### src/rtl/core/ryuv_pkg.sv
`default_nettype none

package ryuv_pkg;

   // fixed field widths
   localparam int ADDR_W      = 25;
   localparam int CFG_W       = 13;
   localparam int SAMPLE_W    = 8;
   localparam int PLANE_W     = 2;
   localparam int CSR_INDEX_W = 1;

   // default frame limits handed to the top level
   localparam int DEF_MAX_WIDTH  = 4096;
   localparam int DEF_MAX_HEIGHT = 4096;

   // register indexes and reset values
   localparam logic [CSR_INDEX_W-1:0] REG_FRAME_WIDTH  = 1'd0;
   localparam logic [CSR_INDEX_W-1:0] REG_FRAME_HEIGHT = 1'd1;
   localparam logic [CFG_W-1:0]       RST_FRAME_WIDTH  = 13'd1280;
   localparam logic [CFG_W-1:0]       RST_FRAME_HEIGHT = 13'd720;

   // plane codes
   localparam logic [PLANE_W-1:0] PLANE_Y = 2'd0;
   localparam logic [PLANE_W-1:0] PLANE_U = 2'd1;
   localparam logic [PLANE_W-1:0] PLANE_V = 2'd2;

   // bt.601 integer coefficients and offsets
   localparam logic signed [8:0] Y_R = 9'sd66;
   localparam logic signed [8:0] Y_G = 9'sd129;
   localparam logic signed [8:0] Y_B = 9'sd25;
   localparam logic signed [8:0] U_R = -9'sd38;
   localparam logic signed [8:0] U_G = -9'sd74;
   localparam logic signed [8:0] U_B = 9'sd112;
   localparam logic signed [8:0] V_R = 9'sd112;
   localparam logic signed [8:0] V_G = -9'sd94;
   localparam logic signed [8:0] V_B = -9'sd18;
   localparam logic [SAMPLE_W-1:0] LUMA_OFFSET   = 8'd16;
   localparam logic [SAMPLE_W-1:0] CHROMA_OFFSET = 8'd128;

   typedef struct packed {
      logic [7:0] red;
      logic [7:0] green;
      logic [7:0] blue;
   } ryuv_req_type;

   typedef struct packed {
      logic [PLANE_W-1:0]  plane;
      logic [ADDR_W-1:0]   byte_address;
      logic [SAMPLE_W-1:0] sample_value;
      logic                last_of_pixel;
      logic                frame_done;
   } ryuv_rsp_type;

   // one accepted pixel with its place in the frame
   typedef struct packed {
      logic [7:0]        red;
      logic [7:0]        green;
      logic [7:0]        blue;
      logic [ADDR_W-1:0] luma_addr;
      logic [ADDR_W-1:0] area;
      logic [ADDR_W-1:0] chroma_off;
      logic              has_chroma;
      logic              frame_end;
   } ryuv_pix_type;

   // weighted sum, floor shift by 8, then offset, modulo 256
   function automatic logic [SAMPLE_W-1:0] conv_sample(
      input logic [7:0]          r,
      input logic [7:0]          g,
      input logic [7:0]          b,
      input logic signed [8:0]   cr,
      input logic signed [8:0]   cg,
      input logic signed [8:0]   cb,
      input logic [SAMPLE_W-1:0] offset
   );
      logic signed [17:0] sum;
      sum = cr * $signed({1'b0, r}) + cg * $signed({1'b0, g}) + cb * $signed({1'b0, b});
      return sum[15:8] + offset;
   endfunction

endpackage

`default_nettype wire

### src/rtl/core/ryuv_chan_if.sv
`default_nettype none

interface ryuv_chan_if #(
   parameter type payload_type = logic
);
   logic        valid;
   logic        ready;
   payload_type payload;

   modport source (output valid, output payload, input ready);
   modport sink   (input valid, input payload, output ready);
endinterface

`default_nettype wire

### src/rtl/core/ryuv_front.sv
`default_nettype none

module ryuv_front import ryuv_pkg::*; #(
   parameter int MAX_WIDTH  = DEF_MAX_WIDTH,
   parameter int MAX_HEIGHT = DEF_MAX_HEIGHT
) (
   input  wire logic clock,
   input  wire logic reset,
   input  wire logic [$clog2(MAX_WIDTH+1)-1:0]  eff_width,
   input  wire logic [$clog2(MAX_HEIGHT+1)-1:0] eff_height,
   ryuv_chan_if.sink req,
   input  wire logic pix_take,
   output logic      pix_vld,
   output ryuv_pix_type pix
);

   localparam int EW  = $clog2(MAX_WIDTH+1);
   localparam int EH  = $clog2(MAX_HEIGHT+1);
   localparam int CW  = (MAX_WIDTH > 1) ? $clog2(MAX_WIDTH) : 1;
   localparam int RW  = (MAX_HEIGHT > 1) ? $clog2(MAX_HEIGHT) : 1;
   localparam int LW  = CW + RW;
   localparam int CHW = (LW > 2) ? LW - 2 : 1;

   logic [CW-1:0]  col_ff, col_in;
   logic [RW-1:0]  row_ff, row_in;
   logic [LW-1:0]  luma_ff, luma_in;
   logic [CHW-1:0] chroma_ff, chroma_in;
   logic           pix_vld_ff, pix_vld_in;
   ryuv_pix_type   pix_ff, pix_in;

   logic              accept;
   logic              row_end;
   logic              frame_end;
   logic              has_chroma;
   logic [EW+EH-1:0]  area;

   assign req.ready = !pix_vld_ff || pix_take;
   assign accept    = req.valid && req.ready;

   // position of this pixel in the frame
   assign row_end    = EW'(col_ff) >= eff_width - EW'(1);
   assign frame_end  = row_end && (EH'(row_ff) >= eff_height - EH'(1));
   assign has_chroma = !row_ff[0] && !col_ff[0];
   assign area       = (EW+EH)'(eff_width) * (EW+EH)'(eff_height);

   // raster counters
   always_comb begin
      col_in    = col_ff;
      row_in    = row_ff;
      luma_in   = luma_ff;
      chroma_in = chroma_ff;
      if (accept) begin
         luma_in   = luma_ff + LW'(1);
         chroma_in = has_chroma ? chroma_ff + CHW'(1) : chroma_ff;
         if (frame_end) begin
            col_in    = '0;
            row_in    = '0;
            luma_in   = '0;
            chroma_in = '0;
         end else if (row_end) begin
            col_in = '0;
            row_in = row_ff + RW'(1);
         end else begin
            col_in = col_ff + CW'(1);
         end
      end
   end

   // pixel register
   always_comb begin
      pix_in            = pix_ff;
      pix_vld_in        = pix_vld_ff;
      if (accept) begin
         pix_in.red        = req.payload.red;
         pix_in.green      = req.payload.green;
         pix_in.blue       = req.payload.blue;
         pix_in.luma_addr  = ADDR_W'(luma_ff);
         pix_in.area       = ADDR_W'(area);
         pix_in.chroma_off = ADDR_W'(chroma_ff);
         pix_in.has_chroma = has_chroma;
         pix_in.frame_end  = frame_end;
         pix_vld_in        = 1'b1;
      end else if (pix_take) begin
         pix_vld_in = 1'b0;
      end
   end

   always_ff @(posedge clock) begin
      if (reset) begin
         col_ff     <= '0;
         row_ff     <= '0;
         luma_ff    <= '0;
         chroma_ff  <= '0;
         pix_vld_ff <= 1'b0;
      end else begin
         col_ff     <= col_in;
         row_ff     <= row_in;
         luma_ff    <= luma_in;
         chroma_ff  <= chroma_in;
         pix_vld_ff <= pix_vld_in;
      end
   end

   always_ff @(posedge clock) begin
      pix_ff <= pix_in;
   end

   assign pix_vld = pix_vld_ff;
   assign pix     = pix_ff;

endmodule

`default_nettype wire

### src/rtl/core/ryuv_seq.sv
`default_nettype none

module ryuv_seq import ryuv_pkg::*; (
   input  wire logic clock,
   input  wire logic reset,
   input  wire logic pix_vld,
   input  wire ryuv_pix_type pix,
   output logic      pix_take,
   ryuv_chan_if.source rsp
);

   logic                seq_vld_ff, seq_vld_in;
   logic [PLANE_W-1:0]  plane_ff, plane_in;
   logic [SAMPLE_W-1:0] y_ff, u_ff, v_ff;
   logic [ADDR_W-1:0]   luma_addr_ff, u_addr_ff, v_addr_ff;
   logic                has_chroma_ff, frame_end_ff;
   logic                out_vld_ff, out_vld_in;
   ryuv_rsp_type        out_ff;

   logic                seq_load;
   logic                out_load;
   logic                seq_done;
   ryuv_rsp_type        cur;

   // pick the pending result of the held pixel
   always_comb begin
      cur.plane = plane_ff;
      case (plane_ff)
         PLANE_Y: begin
            cur.byte_address  = luma_addr_ff;
            cur.sample_value  = y_ff;
            cur.last_of_pixel = !has_chroma_ff;
         end
         PLANE_U: begin
            cur.byte_address  = u_addr_ff;
            cur.sample_value  = u_ff;
            cur.last_of_pixel = 1'b0;
         end
         PLANE_V: begin
            cur.byte_address  = v_addr_ff;
            cur.sample_value  = v_ff;
            cur.last_of_pixel = 1'b1;
         end
         default: begin
            cur.byte_address  = luma_addr_ff;
            cur.sample_value  = y_ff;
            cur.last_of_pixel = 1'b1;
         end
      endcase
      cur.frame_done = cur.last_of_pixel && frame_end_ff;
   end

   // handshake between pixel, sequencer and output register
   assign out_load = seq_vld_ff && (!out_vld_ff || rsp.ready);
   assign seq_done = out_load && cur.last_of_pixel;
   assign seq_load = pix_vld && (!seq_vld_ff || seq_done);
   assign pix_take = seq_load;

   always_comb begin
      plane_in   = plane_ff;
      seq_vld_in = seq_vld_ff;
      if (seq_load) begin
         plane_in   = PLANE_Y;
         seq_vld_in = 1'b1;
      end else if (out_load) begin
         case (plane_ff)
            PLANE_Y: plane_in = PLANE_U;
            PLANE_U: plane_in = PLANE_V;
            default: plane_in = PLANE_Y;
         endcase
         if (seq_done) begin
            seq_vld_in = 1'b0;
         end
      end
   end

   always_comb begin
      out_vld_in = out_vld_ff;
      if (out_load) begin
         out_vld_in = 1'b1;
      end else if (rsp.ready) begin
         out_vld_in = 1'b0;
      end
   end

   always_ff @(posedge clock) begin
      if (reset) begin
         seq_vld_ff <= 1'b0;
         plane_ff   <= PLANE_Y;
         out_vld_ff <= 1'b0;
      end else begin
         seq_vld_ff <= seq_vld_in;
         plane_ff   <= plane_in;
         out_vld_ff <= out_vld_in;
      end
   end

   // conversion and plane addresses of a new pixel
   always_ff @(posedge clock) begin
      if (seq_load) begin
         y_ff          <= conv_sample(pix.red, pix.green, pix.blue, Y_R, Y_G, Y_B, LUMA_OFFSET);
         u_ff          <= conv_sample(pix.red, pix.green, pix.blue, U_R, U_G, U_B,
                                      CHROMA_OFFSET);
         v_ff          <= conv_sample(pix.red, pix.green, pix.blue, V_R, V_G, V_B,
                                      CHROMA_OFFSET);
         luma_addr_ff  <= pix.luma_addr;
         u_addr_ff     <= pix.area + pix.chroma_off;
         v_addr_ff     <= pix.area + (pix.area >> 2) + pix.chroma_off;
         has_chroma_ff <= pix.has_chroma;
         frame_end_ff  <= pix.frame_end;
      end
      if (out_load) begin
         out_ff <= cur;
      end
   end

   assign rsp.valid   = out_vld_ff;
   assign rsp.payload = out_ff;

endmodule

`default_nettype wire

### src/rtl/core/rgba_to_yuv420_planar.sv
// rgba_to_yuv420_planar: rgb pixels in raster order to planar yuv 4:2:0 bytes
//
// req_if carries one pixel (red, green, blue) per request; rsp_if carries one
// output byte per request with its plane, byte address in the planar buffer,
// and last_of_pixel / frame_done marks. Every pixel gives a Y byte; pixels on
// even rows and even columns also give a U byte and then a V byte.
// Frame size is set through the csr_ port (index 0 width, 1 height); the user
// must write it while no pixel is in flight, which the block does not enforce.
// A request passes the pixel register, the sequencer and the output register.
// Throughput: one request per cycle on pixels with only a Y byte while the
// receiver does not stall; a pixel that also gives chroma holds the sequencer
// until its V byte is loaded, set by the single output register that hands out
// one byte per cycle while the receiver takes them.
// Reset clears the raster counters to the top left corner, empties the
// pipeline and loads a 1280x720 frame size.
// When the receiver stalls, the output register holds its byte, the sequencer
// and pixel register fill, and req_if.ready drops; nothing is lost.

`default_nettype none

module rgba_to_yuv420_planar import ryuv_pkg::*; #(
   parameter int MAX_WIDTH  = DEF_MAX_WIDTH,
   parameter int MAX_HEIGHT = DEF_MAX_HEIGHT
) (
   input  wire logic                   clock,
   input  wire logic                   reset,
   ryuv_chan_if.sink                   req_if,
   ryuv_chan_if.source                 rsp_if,
   input  wire logic                   csr_write_enable,
   input  wire logic [CSR_INDEX_W-1:0] csr_index,
   input  wire logic [CFG_W-1:0]       csr_write_data
);

   localparam int EW = $clog2(MAX_WIDTH+1);
   localparam int EH = $clog2(MAX_HEIGHT+1);

   logic [CFG_W-1:0] frame_width_ff, frame_width_in;
   logic [CFG_W-1:0] frame_height_ff, frame_height_in;
   logic [CFG_W:0]   width_sat;
   logic [CFG_W:0]   height_sat;
   logic [EW-1:0]    eff_width;
   logic [EH-1:0]    eff_height;
   logic             pix_vld;
   logic             pix_take;
   ryuv_pix_type     pix;

   // configuration registers
   always_comb begin
      frame_width_in  = frame_width_ff;
      frame_height_in = frame_height_ff;
      if (csr_write_enable) begin
         case (csr_index)
            REG_FRAME_WIDTH:  frame_width_in  = csr_write_data;
            REG_FRAME_HEIGHT: frame_height_in = csr_write_data;
            default: ;
         endcase
      end
   end

   always_ff @(posedge clock) begin
      if (reset) begin
         frame_width_ff  <= RST_FRAME_WIDTH;
         frame_height_ff <= RST_FRAME_HEIGHT;
      end else begin
         frame_width_ff  <= frame_width_in;
         frame_height_ff <= frame_height_in;
      end
   end

   // saturate the frame size, width rounded down to even
   always_comb begin
      width_sat = {1'b0, frame_width_ff};
      if (width_sat < (CFG_W+1)'(2)) begin
         width_sat = (CFG_W+1)'(2);
      end else if (width_sat > (CFG_W+1)'(MAX_WIDTH)) begin
         width_sat = (CFG_W+1)'(MAX_WIDTH);
      end
      width_sat[0] = 1'b0;
      height_sat = {1'b0, frame_height_ff};
      if (height_sat < (CFG_W+1)'(1)) begin
         height_sat = (CFG_W+1)'(1);
      end else if (height_sat > (CFG_W+1)'(MAX_HEIGHT)) begin
         height_sat = (CFG_W+1)'(MAX_HEIGHT);
      end
   end

   assign eff_width  = EW'(width_sat);
   assign eff_height = EH'(height_sat);

   ryuv_front #(
      .MAX_WIDTH  (MAX_WIDTH),
      .MAX_HEIGHT (MAX_HEIGHT)
   ) u_front (
      .clock      (clock),
      .reset      (reset),
      .eff_width  (eff_width),
      .eff_height (eff_height),
      .req        (req_if),
      .pix_take   (pix_take),
      .pix_vld    (pix_vld),
      .pix        (pix)
   );

   ryuv_seq u_seq (
      .clock    (clock),
      .reset    (reset),
      .pix_vld  (pix_vld),
      .pix      (pix),
      .pix_take (pix_take),
      .rsp      (rsp_if)
   );

`ifndef SYNTHESIS
   // the pipeline is empty right after reset
   a_ready_after_reset: assert property (@(posedge clock) disable iff (reset)
      $past(reset) |-> req_if.ready)
      else $error("request not ready after reset");

   // a U byte is never the last of its pixel
   a_u_not_last: assert property (@(posedge clock) disable iff (reset)
      (rsp_if.valid && rsp_if.payload.plane == PLANE_U) |->
         (!rsp_if.payload.last_of_pixel && !rsp_if.payload.frame_done))
      else $error("U byte marked as last");

   // a V byte always closes its pixel, frame end only on a closing byte
   a_v_last: assert property (@(posedge clock) disable iff (reset)
      (rsp_if.valid && (rsp_if.payload.plane == PLANE_V || rsp_if.payload.frame_done)) |->
         rsp_if.payload.last_of_pixel)
      else $error("pixel close mark missing");

   // an accepted U byte is followed by its V byte
   a_u_then_v: assert property (@(posedge clock) disable iff (reset)
      (rsp_if.valid && rsp_if.ready && rsp_if.payload.plane == PLANE_U) |=>
         (rsp_if.valid && rsp_if.payload.plane == PLANE_V))
      else $error("V byte does not follow U byte");
`endif

endmodule

`default_nettype wire

### src/flat_wrapper.sv
// flat-port wrapper written by rule: the top's interface ports become plain ports
module rgba_to_yuv420_planar_flat import ryuv_pkg::*;
#(
   parameter int MAX_WIDTH  = DEF_MAX_WIDTH,
   parameter int MAX_HEIGHT = DEF_MAX_HEIGHT
)
  (clock, reset, csr_write_enable, csr_index, csr_write_data, req_if_valid, req_if_payload, req_if_ready, rsp_if_valid, rsp_if_payload, rsp_if_ready);
  ryuv_chan_if #(.payload_type(ryuv_req_type)) req_if_i ();
  ryuv_chan_if #(.payload_type(ryuv_rsp_type)) rsp_if_i ();
  input  wire logic clock;
  input  wire logic reset;
  input  wire logic csr_write_enable;
  input  wire logic [CSR_INDEX_W-1:0] csr_index;
  input  wire logic [CFG_W-1:0] csr_write_data;
  input wire logic [$bits(req_if_i.valid)-1:0] req_if_valid;
  input wire logic [$bits(req_if_i.payload)-1:0] req_if_payload;
  output wire logic [$bits(req_if_i.ready)-1:0] req_if_ready;
  output wire logic [$bits(rsp_if_i.valid)-1:0] rsp_if_valid;
  output wire logic [$bits(rsp_if_i.payload)-1:0] rsp_if_payload;
  input wire logic [$bits(rsp_if_i.ready)-1:0] rsp_if_ready;
  assign req_if_i.valid = req_if_valid;
  assign req_if_i.payload = req_if_payload;
  assign req_if_ready = req_if_i.ready;
  assign rsp_if_valid = rsp_if_i.valid;
  assign rsp_if_payload = rsp_if_i.payload;
  assign rsp_if_i.ready = rsp_if_ready;
  rgba_to_yuv420_planar #(.MAX_WIDTH(MAX_WIDTH), .MAX_HEIGHT(MAX_HEIGHT)) u_core (.clock(clock), .reset(reset), .req_if(req_if_i), .rsp_if(rsp_if_i), .csr_write_enable(csr_write_enable), .csr_index(csr_index), .csr_write_data(csr_write_data));
endmodule
### config.mk
export PLATFORM = sky130hd
export DESIGN_NAME = rgba_to_yuv420_planar_flat
export DESIGN_NICKNAME = d
export VERILOG_FILES = /design/src/rtl/core/ryuv_pkg.sv /design/src/rtl/core/ryuv_chan_if.sv /design/src/rtl/core/ryuv_front.sv /design/src/rtl/core/ryuv_seq.sv /design/src/rtl/core/rgba_to_yuv420_planar.sv /design/src/flat_wrapper.sv
export SDC_FILE = /design/constraint.sdc
export NUM_CORES = 1
export LEC_CHECK = 0
export BUFFER_PORTS_ARGS = -buffer_cell sky130_fd_sc_hd__buf_2
export CORE_MARGIN = 4
export CORE_UTILIZATION = 60
export DETAILED_ROUTE_END_ITERATION = 6
export GPL_TIMING_DRIVEN = 0
export PLACE_DENSITY = 0.77
export SETUP_SLACK_MARGIN = 0.05
export SLEW_MARGIN = 20
export SYNTH_ARGS = -nofsm -noshare
export SYNTH_HDL_FRONTEND = slang
export SYNTH_SLANG_ARGS = --single-unit
export TNS_END_PERCENT = 50
### constraint.sdc
create_clock -name clock -period 14.75 [get_ports clock]
set_clock_uncertainty 0.2 [all_clocks]
set_input_delay 2.95 -clock clock [delete_from_list [all_inputs] [get_ports clock]]
set_output_delay 2.95 -clock clock [all_outputs]
set_load 0.005 [all_outputs]
==> flow_results.org <==
** Critical path
- Critical path type :: reg2reg
- The worst setup path is launched from a flip-flop.
- Data arrival time of the critical path :: 7.36 ns
- Chain of cells forming the critical path :: or4_4, nor3_4, a31oi_1, nor2_1, clkinv_1, nor2_1, ha_1, inv_1, fa_1, inv_1, ha_1, inv_1, fa_1, inv_1, fa_1, ha_1, o21ai_0, a211oi_1, o41ai_1, o2111ai_1, a31o_2, a21oi_1, xnor2_1
- The number of buffers and inverters on the critical path is 5.
- Family with the most delay on the worst path :: adder cells
- CP Max Fanout :: 10
- At the worst endpoint, the required time is 14.86 ns.
- Most numerous cell on the critical path :: inv_1
- Peak per-stage delay on the critical path :: 0.62 ns
- The worst register-to-register path begins at u_core.frame_height_ff[2]$_SDFFE_PP0P_.
- Worst-path cell with the longest stage delay :: o41ai_1
- Launching instance or port of the critical path :: u_core.frame_height_ff[2]$_SDFFE_PP0P_
- Category of the worst setup path capture point :: flip-flop

** Global route
- Overall overflow remaining after global route :: 0
- Initial antenna violation count :: 1
- First-pass GRT wire length :: 108000 um
- For this run, the total global-route usage over all layers was measured as 0.262.
- The via count of the first global-routing pass was 21500.
- Entering global routing, the biggest net connects 57 pins.

** Synthesis
- Post-synth net total :: 3503
- Main synth FF type :: edfxtp_1
- Of the total synthesized cell area, the portion taken by AND, OR, NAND and NOR gates is 0.126.
- By instance count, the leading cell after synthesis is inv_1.
- Main combinational cell family by area after synthesis :: adder cells
- In the post-synthesis netlist, the biggest area contributors are edfxtp_1, fa_1, ha_1.
- Share of flip-flops with an asynchronous set or reset :: 0
- Post-synthesis register bit count :: 333
- Synthesis Warnings :: 0
- Averaged over all synthesized cells, the footprint is 10.1 um2.
- EDFF count, synth :: 233
- The share of the Yosys chip area taken by registers is 0.313.
- Cell taking the most area after synthesis :: edfxtp_1
- Post-synthesis cell count :: 2843
- By count the netlist is led by inv_1, ha_1, nand2_1, fa_1, edfxtp_1.
- Share of Yosys cell area claimed by the top area cell type :: 0.243
- Adder-cell area share of the yosys netlist :: 0.331
- Of the total synthesized cell area, the portion taken by XOR and XNOR cells is 0.0564.
- Cell area after synthesis :: 0.0287 mm2
- Of the post-synthesis cell area, the part taken by muxes is 0.0136.
- The compound-gate portion of the synthesized area is 0.0971.
- After synthesis, the netlist uses 75 different library cells.

** Route
- Routed WL per cell :: 18.2 um
- Vias per cell :: 5.80
- After detailed routing, the number of remaining DRC violations is 0.
- Routed wire length :: 65700 um
- In this run the remaining antenna-violating nets after routing total 0.
- After the first detailed-routing iteration, the DRC count stood at 1338.
- Router iterations before antenna repair :: 7
- The routed layout has 20900 vias.

** Layout
- Fraction of layout cells with a size suffix above 1 :: 0.0538
- Multi-input gate area in the final layout :: 0.0179 mm2
- Number of nets in the layout :: 3625
- Post-route non-filler standard cell count :: 3600
- Once layout is complete, the utilization of the core stands at 0.664.
- 0 antenna diodes ended up in the layout.
- From synthesis to final layout, the design area changed by 8.53%.
- The layout has 3524 filler cells.
- Sequential cell area in the final layout :: 0.00900 mm2

** Pwr
- Reported net switching power :: 2100 uW
- Of the total power, the share spent switching nets is 0.413.
- Worst ir drop on vdd :: 0.135 mV
- Power after layout :: 5090 uW
- Power density over the cells :: 163 mW/mm2
- Leakage power :: 0.0140 uW
- Of the total power, the clock network draws 0.184.
- Of the total power, combinational logic draws 0.547.
- Sequential share of power :: 0.269
- Internal power summed over all cells :: 2990 uW

** Clock network
- Number of buffers inserted by hold repair at cts :: 0
- Number of sinks handled by clock tree synthesis :: 333
- Clock transition at the register clock pins on the worst setup and hold paths after CTS :: 0.06 ns
- Number of buffers added for setup after CTS :: 0
- The later pin in the worst-skew pair is clocked with a latency of 0.56 ns.
- Post-CTS repair changed the size of 0 cells.
- The tree is rooted in a clkbuf_16.
- CTS Buffer Depth :: 3
- TritonCTS clock tree :: built
- Number of buffers inserted during clock tree synthesis :: 37
- Maximum level of the CTS H-tree :: 2

** STA
- Setup repair after global routing missed its margin :: false
- Maximum frequency from static timing analysis :: 0.138 GHz
- Hold violation total from the final report :: 0
- Final count of pins violating max slew :: 0
- Slew at the pin closest to its max-slew limit :: 1.02 ns
- In the final timing run, aggregate negative setup slack is 0 ns.
- Setup violations remaining at the end of the flow were counted as 0.
- Final hold analysis gives a worst-case slack of 0.210 ns.
- Tcrit/Tclk final :: 0.492
- In this run the tightest slew margin relative to its limit is 0.310.
- The routed design could run at a clock period as short as 7.26 ns.

** Placed design
- Detailed Place HPWL :: 52700 um
- Routability-driven placement finished with a final weighted congestion of 0.936.
- Cells after DPL :: 3533
- Count of port buffers added during placement :: 81

** Die
- The floorplan step set the die height to 227 um.
- The die covers 0.0515 mm2.
- Measured along the x axis, the die boundary spans 227 um.
- For this configuration, the core starts out at a cell density of 0.612.
- Ports placed on the boundary :: 82
- Site row count :: 79
- Core box area :: 0.0470 mm2

** Min path
- Startpoint of the worst hold path :: u_core.u_front.pix[1]$_DFFE_PP_
- Class of the tightest hold or removal check :: reg2reg

** Outcome
- Result of the run :: complete, no violations

** Job
- Max-cap violation count :: 0
-- area by class of cell --
class / count / share of cell area
inverters: 407 / 0.0490
repair buffers: 83 / 0.0148
well taps: 607 / 0.0243
clock inverters: 15 / 0.00690
flip-flops and latches: 333 / 0.288
plain buffers: 72 / 0.00899
multi-input cells: 2031 / 0.575
clock buffers: 52 / 0.0321
-- cells by family (layout without fill, tap and decap cells) --
kind of cell | Yosys count | in the layout
DFF | 333 | 333
muxes | 39 | 39
xor gates and xnor gates | 185 | 185
AOI/OAI and AO/OA | 432 | 432
and+or+nand+nor | 758 | 758
buffers and inverters | 479 | 629
adders and majority gates | 617 | 617
-- power by group through the flow --
stage | logic [uW] | registers [uW] | clock network, uW
floorplan | 2040 | 1340 | 0
global placement | 2560 | 1380 | 0
detailed placement | 2720 | 1380 | 0
CTS | 2750 | 1360 | 954
global route | 3130 | 1380 | 991
finish | 2780 | 1370 | 938
-- state kept, by name, indices dropped and copies added (netlist names) --
register and cells:
u_core.u_seq.seq_vld_ff 1, u_core.frame_width_ff 12, u_core.u_seq.luma_addr_ff 24, u_core.u_seq.rsp.payload 37, u_core.u_front.chroma_ff 22, u_core.u_seq.plane_ff 2, u_core.u_seq.y_ff 8, u_core.u_seq.v_addr_ff 25
u_core.u_seq.u_ff 8, u_core.u_front.col_ff 12, u_core.u_front.row_ff 12, u_core.u_front.pix_vld 1, u_core.u_seq.frame_end_ff 1, u_core.u_seq.rsp.valid 1, u_core.frame_height_ff 13, u_core.u_front.pix 96
u_core.u_seq.has_chroma_ff 1, u_core.u_seq.v_ff 8, u_core.u_seq.u_addr_ff 25, u_core.u_front.luma_ff 24
-- stage by stage --
stage,worst slack [ns],area (um2)
after floorplan,7.11,28700
after global placement,5.04,29900
after detailed placement,7.58,30000
after CTS,7.55,31200
after global routing,6.98,31200
final,7.49,31200
-- cell usage in the layout (no fill, tap or decap), drive strengths merged, types with 5 or more instances in the layout --
cell,netlist,routed
a211oi,51,51
mux2i,39,39
nand4,20,20
a21o,30,30
o211ai,20,20
nor4,11,11
edfxtp,233,233
nand2,248,248
inv,406,410
o21bai,21,21
fa,238,238
buf,9,92
o31a,6,6
nand3b,10,10
nor3,40,40
xnor2,120,120
a311oi,5,5
nor2,197,197
or4,7,7
o41ai,5,5
and2,30,30
nand3,38,38
and3,18,18
xor2,65,65
dfxtp,100,100
clkinv,1,7
o21a,21,21
nor2b,72,72
o31ai,6,6
nand2b,38,38
a31oi,7,7
a21oi,151,151
or3,14,14
ha,379,379
o21ai,68,68
clkbuf,63,115
-- final timing paths --
kind,slack (ns),depth (start not counted),end
worst max register to register,7.49,23,u_core.u_front.pix[50]$_DFFE_PP_
worst min register to register,0.21,0,u_core.u_seq.has_chroma_ff$_DFFE_PP_
worst max-delay path,7.49,23,u_core.u_front.pix[50]$_DFFE_PP_
worst min-delay path,0.21,0,u_core.u_seq.has_chroma_ff$_DFFE_PP_
-- routing by layer --
metal  part of all wire  track usage  vias up
met3              0.067       0.0435      125
met5            0.00017            0        -
met4              0.025       0.0748        2
li1                   -            -     9883
met1               0.44        0.360    10200
met2               0.47        0.433      683
Note: power is estimated with default switching activity, not from simulation.
